--- src/hdl/rspg_pkg.sv ---
// Shared constants, control struct and GF(256) helpers for the QR Reed-Solomon parity generator.
package rspg_pkg;

    // Largest supported number of parity bytes (cells in the chain).
    localparam int MAX_PARITY = 32;
    // Width of a cell index.
    localparam int IDX_W = $clog2(MAX_PARITY);
    // Width of a parity count, able to hold MAX_PARITY itself.
    localparam int CNT_W = IDX_W + 1;

    // Field polynomial x^8 + x^4 + x^3 + x^2 + 1 without its top bit.
    localparam logic [7:0] FIELD_POLY_LOW = 8'h1d;
    // Codeword length of a RS(255, k) code.
    localparam logic [7:0] CODE_LEN = 8'd255;
    // Reset value of the ecc_count register.
    localparam logic [5:0] ECC_RESET = 6'd10;
    // Register index of ecc_count.
    localparam logic REG_ECC_COUNT = 1'b0;

    // Per-cycle commands from the controller to every cell of the chain.
    typedef struct packed {
        logic gen_init;   // load the generator with the constant polynomial 1
        logic gen_step;   // multiply the generator by (x + root)
        logic absorb;     // shift one data byte into the remainder
        logic blk_end;    // the absorbed byte closes the block
        logic clear;      // drop the remainder
        logic out_load;   // capture the new remainder into the unload chain
        logic out_shift;  // move the unload chain one place toward the head
    } cell_ctrl_t;

    // GF(256) multiply, shift-and-add over the eight bits of b.
    function automatic logic [7:0] gf_mul(input logic [7:0] a, input logic [7:0] b);
        logic [7:0] acc;
        logic [7:0] x;
        acc = 8'h00;
        x   = a;
        for (int i = 0; i < 8; i++) begin
            if (b[i]) begin
                acc = acc ^ x;
            end
            x = {x[6:0], 1'b0} ^ (x[7] ? FIELD_POLY_LOW : 8'h00);
        end
        return acc;
    endfunction

    // Number of parity bytes actually used for a given register value.
    function automatic logic [CNT_W-1:0] eff_count(input logic [5:0] v);
        logic [CNT_W-1:0] n;
        if (v == 6'd0) begin
            n = CNT_W'(1);
        end else if (int'(v) > MAX_PARITY) begin
            n = CNT_W'(MAX_PARITY);
        end else begin
            n = CNT_W'(v);
        end
        return n;
    endfunction

endpackage

--- src/hdl/rspg_cell.sv ---
// One cell of the chain: a generator coefficient, a remainder byte and an unload byte.
module rspg_cell (
    input  logic                 aclk,
    input  logic                 aresetn,
    input  rspg_pkg::cell_ctrl_t ctrl,
    input  logic                 gen_init_val, // 1 for the lowest cell only
    input  logic [7:0]           fb,           // LFSR feedback byte
    input  logic [7:0]           root,         // current root alpha^i during the build
    input  logic [7:0]           prev_rem,
    input  logic [7:0]           prev_gen,
    input  logic [7:0]           prev_out,
    output logic [7:0]           rem,
    output logic [7:0]           gen,
    output logic [7:0]           out_byte
);

    logic [7:0] rem_reg, rem_next;
    logic [7:0] gen_reg, gen_next;
    logic [7:0] out_reg, out_next;
    logic [7:0] rem_calc;

    // Remainder update of the LFSR for one data byte.
    assign rem_calc = prev_rem ^ rspg_pkg::gf_mul(fb, gen_reg);

    // Generator build: g[k] <= g[k-1] + g[k] * root.
    always_comb begin
        gen_next = gen_reg;
        if (ctrl.gen_init) begin
            gen_next = {7'b0, gen_init_val};
        end else if (ctrl.gen_step) begin
            gen_next = prev_gen ^ rspg_pkg::gf_mul(gen_reg, root);
        end
    end

    // Remainder register; it is emptied at the end of every block.
    always_comb begin
        rem_next = rem_reg;
        if (ctrl.clear) begin
            rem_next = 8'h00;
        end else if (ctrl.absorb) begin
            rem_next = ctrl.blk_end ? 8'h00 : rem_calc;
        end
    end

    // Unload chain: catches the final remainder and shifts it out.
    always_comb begin
        out_next = out_reg;
        if (ctrl.out_load) begin
            out_next = rem_calc;
        end else if (ctrl.out_shift) begin
            out_next = prev_out;
        end
    end

    always_ff @(posedge aclk) begin
        if (!aresetn) begin
            rem_reg <= 8'h00;
            gen_reg <= {7'b0, gen_init_val};
        end else begin
            rem_reg <= rem_next;
            gen_reg <= gen_next;
        end
    end

    always_ff @(posedge aclk) begin
        out_reg <= out_next;
    end

    assign rem      = rem_reg;
    assign gen      = gen_reg;
    assign out_byte = out_reg;

endmodule
--- config.mk ---
export PLATFORM = sky130hd
export DESIGN_NAME = rspg_cell
export DESIGN_NICKNAME = d
export VERILOG_FILES = /design/src/hdl/rspg_pkg.sv /design/src/hdl/rspg_cell.sv
export SDC_FILE = /design/constraint.sdc
export NUM_CORES = 1
export LEC_CHECK = 0
export BUFFER_PORTS_ARGS = -buffer_cell sky130_fd_sc_hd__clkbuf_2
export CAP_MARGIN = 20
export CORE_UTILIZATION = 51
export DETAILED_ROUTE_END_ITERATION = 16
export PLACE_DENSITY = 0.84
export SYNTH_ARGS = -nofsm -noshare
export SYNTH_HDL_FRONTEND = slang
export SYNTH_SLANG_ARGS = --single-unit
--- constraint.sdc ---
create_clock -name aclk -period 2.3 [get_ports aclk]
set_clock_uncertainty 0.15 [all_clocks]
set_input_delay 0.345 -clock aclk [delete_from_list [all_inputs] [get_ports aclk]]
set_output_delay 0.345 -clock aclk [all_outputs]
set_load 0.01 [all_outputs]
==> flow_summary.ini, run 1 <==
[placed_design]
dpl_cell_area_mm2 = 0.00413
place_hpwl_um = 6880
dp_slack_ns = -0.140
dp_cells = 606
gp_congestion = 0.902
portBuffers = 73

[yosys]
synth_area_per_cell_um2 = 7.73
yosys.area.top_type = xnor2_1
synthArstFlopShare_pct = 0
netlist.area_leader.share_pct = 30.1
synth_cell_type_count = 36
syn_nets = 486
yosysSeqAreaShare_pct = 16.9
ys_top_cells_by_area = xnor2_1, nand2_1, xor2_1
synth_warnings = 0
netlist_instances = 436
ys.flop_type = dfxtp_1
syn_area_mm2 = 0.00337
synth-edff-count = 9
synth_seq_cells = 24

[status]
status = finished, final reports clean

[setup_path]
worst_path_largest_cell_delay_ns = 0.47
worst_path_max_delay_cell = edfxtp_1
cp_cell_sequence = buf_4 -> nand2_1 -> xor2_1 -> xnor2_1 -> xnor3_1 -> xnor2_2 -> xnor2_1 -> mux2_2
cp.arrival_ns = 2.14
required_ns = 2.17
cp-end-kind = flip-flop
crit_path_frequent_cell = xnor2_1
start_kind = flip-flop
critPathKind = flip-flop to flip-flop
crit_fanout = 4

[global_routing]
grt_max_degree = 23
grt_pass1_wl_um = 13900
grt_pass1_vias = 2956
grt_antenna_before_repair = 0
gr-usage-all-layers_pct = 24.2
grt-ovfl-total = 0

[timing]
hold_viol = 0
tns_ns = 0
fmax_ghz = 0.441
slew_violations = 0
final-setup-viol-count = 0
tightest_slew_ns = 0.464
rsz0062_at_grt = yes
worst_slack_ns = 0.0329
hold_slack_ns = 0.230
period_needed_ns = 2.27
fin_crit_sh_pct = 98.6
max_slew_margin_pct = 69.0

[floorplan]
rows = 29
die_y_um = 83.3
die_x_um = 83.3
start_util_pct = 53.1
dieArea_mm2 = 0.00694
io_pins = 74
coreArea_mm2 = 0.00635

[final_layout]
syn_to_final_growth_pct = 25.9
stdcell_count = 612
fin_util_pct = 66.8
final_nets = 586
n_antenna_cell = 0
postLayoutCellArea_mm2 = 0.00424
drive_gt1_share_pct = 30.1

[routing]
drc = 0
drtAntennaViolNets = 0
totalWireLength_um = 8680
dr.pass1.iters = 5
vias = 3189
viasPerCell = 5.21
initialDrtViolationCount = 199
wire_per_inst_um = 14.2

[pwr]
ir_drop_v = 0.000751
power_density_mw_per_mm2 = 1280
p_total_mw = 5.43
power.leakage_nw = 1.72

[clock_network]
cts.sinks = 24
cts_max_level = 1
cts-buffers-inserted = 3
cts-root-buf = clkbuf_8
clock_latency_ns = 0.26
cts_hold_buffers = 0
path_clk_slew_ns = 0.08
cts_tree = done
cts.path.max_buffers = 2

[flow_run]
maxCapViolations = 0

[worst_hold_path]
min_path_type = primary input to flip-flop
## Yosys cell counts (5+ instances only)
library cell / n
edfxtp_1: 9
o21ai_0: 9
xor2_1: 46
dfxtp_1: 15
a22o_1: 6
buf_2: 9
buf_4: 5
inv_1: 6
a21oi_1: 7
mux2_2: 11
nor2_1: 13
nor2b_1: 6
nand2b_1: 5
nand2_1: 114
clkbuf_1: 17
xnor2_1: 116
## area by class of cell
class,instances,area (µm²)
Multi-Input combinational cell,371,2690
Fill cell,471,2110
Timing Repair Buffer,130,818
Sequential cell,24,573
Tap cell,77,96.3
Clock buffer,4,45.0
Inverter,6,22.5
## layout by cell type (no fill, tap or decap), types with 7 or more instances in the layout
master	netlist	final
nand2_1	114	114
nor2_1	13	13
buf_4	5	55
edfxtp_1	9	9
o21ai_0	9	9
clkbuf_2	0	73
xor2_1	46	44
mux2_2	11	11
xnor2_1	116	112
dfxtp_1	15	13
a21oi_1	7	7
## cells by family after synthesis
group | count (synthesis) | synth area share, %
DFF | 24 | 16.9
xor gates and xnor gates | 170 | 46.8
buffers and inverters | 41 | 5.68
muxes | 15 | 4.86
and+or+nand+nor | 146 | 17.7
AOI/OAI and AO/OA | 40 | 8.01
## metal layers
metal | share of wire (%) | global-route usage (%)
met4 | 0.69 | 5.33
met2 | 47 | 41.4
met5 | 0 | 0
met3 | 5.4 | 2.29
met1 | 46 | 33.0
## timing repair
action / in CTS / in global routing
gates resized for setup: 0 / 9
cloned: 0 / 0
pin swaps: 2 / 8
setup endpoints to repair: 3 / 11
endpoints found under the hold margin: 0 / 0
setup buffers: 1 / 1
## final timing paths
| path | slack, ns | depth (start not counted) | endpoint | from |
|---|---|---|---|---|
| min | 0.23 | 3 | gen[0] | gen_init_val |
| max | 0.03 | 8 | out_byte[4] | gen[0] |
| max reg2reg | 0.03 | 8 | out_byte[4] | gen[0] |
| min reg2reg | 0.33 | 1 | rem[2] | rem[2] |
## worst max-delay path, delay by kind of cell, from the launching register on
family                 cells  cell delay (ns)
buffers and inverters      1             0.18
XOR/XNOR                   5             0.90
multiplexers               1             0.27
AND/OR/NAND/NOR            1             0.07
flip-flops                 1             0.47
## power breakdown
group,switching [mW],internal (mW),total [mW]
Sequential,0.116,0.620,0.736
Combinational,2.21,2.23,4.44
Clock,0.121,0.123,0.245
Total,2.45,2.97,5.43
No activity file was read; power rests on OpenSTA's default activity.
==> run 2: changes to the inputs <==
--- a/config.mk
+++ b/config.mk
@@ -10,6 +10,7 @@
 export CORE_UTILIZATION = 51
 export DETAILED_ROUTE_END_ITERATION = 16
 export PLACE_DENSITY = 0.84
+export RECOVER_POWER = 25
 export SYNTH_ARGS = -nofsm -noshare
 export SYNTH_HDL_FRONTEND = slang
 export SYNTH_SLANG_ARGS = --single-unit
==> flow_summary.ini, run 2 (synthesis gave the netlist of run 1 again) <==
[final_layout]
seqCellArea_um2 = 573
postLayoutCellArea_mm2 = 0.00424
n_antenna_cell = 0
final_nets = 586
layout_commonest_cell = nand2_1
syn_to_final_growth_pct = 25.7
layout.cells.most_common_list = nand2_1, xnor2_1, clkbuf_2
fillCellCount = 474
multiInputGateArea_mm2 = 0.00269
stdcell_count = 612
drive_gt1_share_pct = 29.3

[timing]
rsz0062_at_grt = yes
worst_slack_ns = 0.0258
hold_viol = 0
fin_crit_sh_pct = 98.9
fmax_ghz = 0.440
hold_slack_ns = 0.232
slew_violations = 0
max_slew_margin_pct = 68.7
final-setup-viol-count = 0
tightest_slew_ns = 0.469
period_needed_ns = 2.27

[setup_path]
worstReg2RegEnd = out_byte[4]
required_ns = 2.17
crit_fanout = 4
cp_cell_sequence = buf_4 -> nand2_1 -> xor2_1 -> xnor2_1 -> xnor3_1 -> xnor2_2 -> xnor2_1 -> mux2_2
critPathKind = flip-flop to flip-flop
cp.depth = 8
rrSetupSlack_ns = 0.03
worst_path_largest_cell_delay_ns = 0.47
reg2reg_depth = 8
cp-end-kind = flip-flop
crit_start = gen[0]
start_kind = flip-flop
worst_path_max_delay_cell = edfxtp_1
crit_path_frequent_cell = xnor2_1
critPathBufInv = 1
crit_path_end = out_byte[4]
cp.arrival_ns = 2.14
critPathTopFamily = XOR/XNOR gates
r2r-start = gen[0]

[placed_design]
place_hpwl_um = 6880
portBuffers = 73
dpl_cell_area_mm2 = 0.00413
dp_cells = 606
dp_slack_ns = -0.140
gp_congestion = 0.902

[pwr]
p_total_mw = 5.43
power_density_mw_per_mm2 = 1280
power.leakage_nw = 1.70
ir_drop_v = 0.000747

[routing]
drc = 0
drtAntennaViolNets = 0
dr.pass1.iters = 5
wire_per_inst_um = 14.2
totalWireLength_um = 8700
initialDrtViolationCount = 201
vias = 3191
viasPerCell = 5.21

[global_routing]
grt_antenna_before_repair = 0
grt-ovfl-total = 0
grt_max_degree = 23
grt_pass1_wl_um = 13900
gr-usage-all-layers_pct = 24.2
grt_pass1_vias = 2956

[clock_network]
cts_max_level = 1
cts.sinks = 24
cts-buffers-inserted = 3
clock_latency_ns = 0.26
path_clk_slew_ns = 0.08
cts_tree = done
cts.path.max_buffers = 2
cts-root-buf = clkbuf_8
cts_hold_buffers = 0

[status]
status = finished, final reports clean

[worst_hold_path]
min_path_type = primary input to flip-flop

[floorplan]
dieArea_mm2 = 0.00694
coreArea_mm2 = 0.00635
io_pins = 74
die_y_um = 83.3
die_x_um = 83.3
rows = 29
start_util_pct = 53.1

[flow_run]
maxCapViolations = 0
==> run 2: cell count changes in the layout (fill, tap and decap cells not counted) <==
| cell | change |
|---|---|
| clkbuf_2 | -4 |
| clkbuf_1 | +4 |
==> run 2: what timing repair did <==
action                                  CTS  global route
setup buffers                             1             1
endpoints found under the setup margin    3            11
pin swaps                                 2             8
resized for setup                         0             9
==> run 2: through the flow <==
| stage | util [%] | setup TNS [ns] |
|---|---|---|
| 2_1_floorplan | - | 0 |
| 3_3_place_gp | 65.0 | -0.328 |
| 5_1_grt | 66.8 | -0.0735 |
| 4_1_cts | 65.8 | 0 |
| 6_report | 66.8 | 0 |
| 3_5_place_dp | 65.0 | -0.631 |
==> run 2: worst min path at each step <==
stage	from	to	slack, ns	cells after the start
final	gen_init_val	gen[0]	0.23	3
after global routing	prev_out[4]	out_byte[4]	0.23	2
after CTS	gen_init_val	gen[0]	0.23	3
after detailed placement	rem[2]	rem[2]	0.31	1
after global placement	rem[6]	rem[6]	0.31	1
after floorplan	rem[2]	rem[2]	0.36	1
==> run 2: final cells by class <==
cell class / instances / area share [%]
Multi-Input combinational cell: 371 / 63.4
Timing Repair Buffer: 130 / 19.2
Sequential cell: 24 / 13.5
Tap cell: 77 / 2.27
Clock buffer: 4 / 1.06
Inverter: 6 / 0.531
==> run 2: metal layers <==
metal,global-route usage [%],vias up,wire [µm]
met4,5.33,0,63
met2,41.4,121,4130
met3,2.29,12,499
li1,-,1571,-
met1,33.0,1487,4000
met5,0,-,0
==> run 2: worst reg2reg max path, stage by stage, from the launching register on <==
cell and delay, ns:
edfxtp_1 0.47, buf_4 0.18, nand2_1 0.07, xor2_1 0.17
xnor2_1 0.15, xnor3_1 0.28, xnor2_2 0.15, xnor2_1 0.15
mux2_2 0.27
==> run 2: power breakdown <==
part | switching (mW) | leakage, nW | internal [mW]
combinational | 2.22 | 1.47 | 2.23
sequential | 0.117 | 0.215 | 0.620
clock | 0.122 | 0.0228 | 0.123
==> run 3: changes to the inputs <==
--- a/config.mk
+++ b/config.mk
@@ -7,10 +7,12 @@
 export LEC_CHECK = 0
 export BUFFER_PORTS_ARGS = -buffer_cell sky130_fd_sc_hd__clkbuf_2
 export CAP_MARGIN = 20
+export CORE_ASPECT_RATIO = 0.5
 export CORE_UTILIZATION = 51
 export DETAILED_ROUTE_END_ITERATION = 16
 export PLACE_DENSITY = 0.84
 export RECOVER_POWER = 25
+export REMOVE_ABC_BUFFERS = 1
 export SYNTH_ARGS = -nofsm -noshare
 export SYNTH_HDL_FRONTEND = slang
 export SYNTH_SLANG_ARGS = --single-unit
==> flow_summary.ini, run 3 (synthesis gave the netlist of run 1 again) <==
[routing]
initialDrtViolationCount = 148
dr.pass1.iters = 4
vias = 3085
drc = 0
drtAntennaViolNets = 0
totalWireLength_um = 8250
viasPerCell = 5.09
wire_per_inst_um = 13.6

[setup_path]
start_kind = primary input
cp-end-kind = flip-flop
required_ns = 2.15
crit_fanout = 4
cp.arrival_ns = 2.08
critPathKind = primary input to flip-flop

[pwr]
power_density_mw_per_mm2 = 1290
p_total_mw = 5.35
ir_drop_v = 0.000647
power.leakage_nw = 1.64

[placed_design]
portBuffers = 73
place_hpwl_um = 6580
dpl_cell_area_mm2 = 0.00400
gp_congestion = 0.897
dp_cells = 602

[timing]
max_slew_margin_pct = 63.9
period_needed_ns = 2.22
final-setup-viol-count = 0
slew_violations = 0
fmax_ghz = 0.450
fin_crit_sh_pct = 96.7
hold_slack_ns = 0.210
hold_viol = 0
tightest_slew_ns = 0.541

[final_layout]
postLayoutCellArea_mm2 = 0.00414
stdcell_count = 606
layout.cells.most_common_list = nand2_1, xnor2_1, clkbuf_2
final_nets = 569
syn_to_final_growth_pct = 22.6
layout_commonest_cell = nand2_1
n_antenna_cell = 0
fin_util_pct = 66.4
drive_gt1_share_pct = 26.6

[clock_network]
cts_tree = done
cts.path.max_buffers = 2
cts-buffers-inserted = 3
cts_max_level = 1
path_clk_slew_ns = 0.06
cts_setup_buffers = 0
clock_latency_ns = 0.26
cts-root-buf = clkbuf_16
cts.sinks = 24
cts_hold_buffers = 0

[floorplan]
start_util_pct = 54.1
die_y_um = 59.5
io_pins = 74
dieArea_mm2 = 0.00696
rows = 20
coreArea_mm2 = 0.00623
die_x_um = 117

[global_routing]
gr-usage-all-layers_pct = 25.3
grt_pass1_vias = 2959
grt-ovfl-total = 0
grt_max_degree = 24
grt_antenna_before_repair = 0
grt_pass1_wl_um = 13600

[flow_run]
maxCapViolations = 0

[status]
status = finished, final reports clean

[worst_hold_path]
min_path_type = primary input to flip-flop
==> run 3: changes by cell type in the layout (fill, tap and decap cells not counted), sizes merged <==
cell    before  now
bufinv       0    1
clkbuf      77   76
buf         57   40
==> run 3: layer usage <==
layer	part of all wire [%]	track usage (%)
met5	0	0
met1	43	31.2
met3	5.4	3.37
met4	1.6	7.96
met2	50	46.4
==> run 3: metrics by stage <==
| stage | TNS, ns | worst slack, ns |
|---|---|---|
| after global placement | -0.288 | -0.0663 |
| after detailed placement | -0.676 | -0.125 |
| after CTS | 0 | 0.0672 |
| final | 0 | 0.0754 |
| after floorplan | -0.988 | -0.255 |
| after global routing | -0.00478 | -0.00478 |
==> run 3: path summary, 6_finish.rpt <==
check / slack (ns) / end / startpoint / cells after the start
setup / recovery: 0.08 / out_byte[4] / fb[6] / 8
hold / removal: 0.21 / gen[0] / gen_init_val / 3
setup reg to reg: 0.12 / gen[0] / gen[7] / 7
hold reg to reg: 0.33 / rem[7] / rem[7] / 1
==> run 3: cell type report <==
| type | instances | area [µm²] |
|---|---|---|
| multi-input combinational | 371 | 2640 |
| fill | 524 | 2100 |
| timing repair buffer | 113 | 688 |
| sequential | 24 | 574 |
| tap | 88 | 110 |
| clock buffer | 3 | 75.1 |
| clock inverter | 1 | 30.0 |
| inverter | 6 | 22.5 |
==> run 3: where the power goes <==
| part | internal [mW] | total, mW | switching, mW |
|---|---|---|---|
| registers | 0.623 | 0.723 | 0.101 |
| logic | 2.05 | 4.14 | 2.09 |
| clock network | 0.346 | 0.491 | 0.145 |
| total | 3.01 | 5.35 | 2.34 |
==> run 3: what timing repair did <==
| action | 4_1_cts | 5_1_grt |
|---|---|---|
| resized for setup | 0 | 8 |
| hold endpoints to repair | 0 | 0 |
| setup endpoints to repair | 1 | 7 |
| pin swaps | 1 | 1 |
==> run 3: worst max-delay path, cell delays in order <==
cell and delay [ns]:
clkbuf_2 0.17, xnor2_2 0.22, xnor3_1 0.26, nand2_1 0.09, xnor3_1 0.42, xnor2_1 0.15
xnor2_1 0.14, mux2_2 0.27
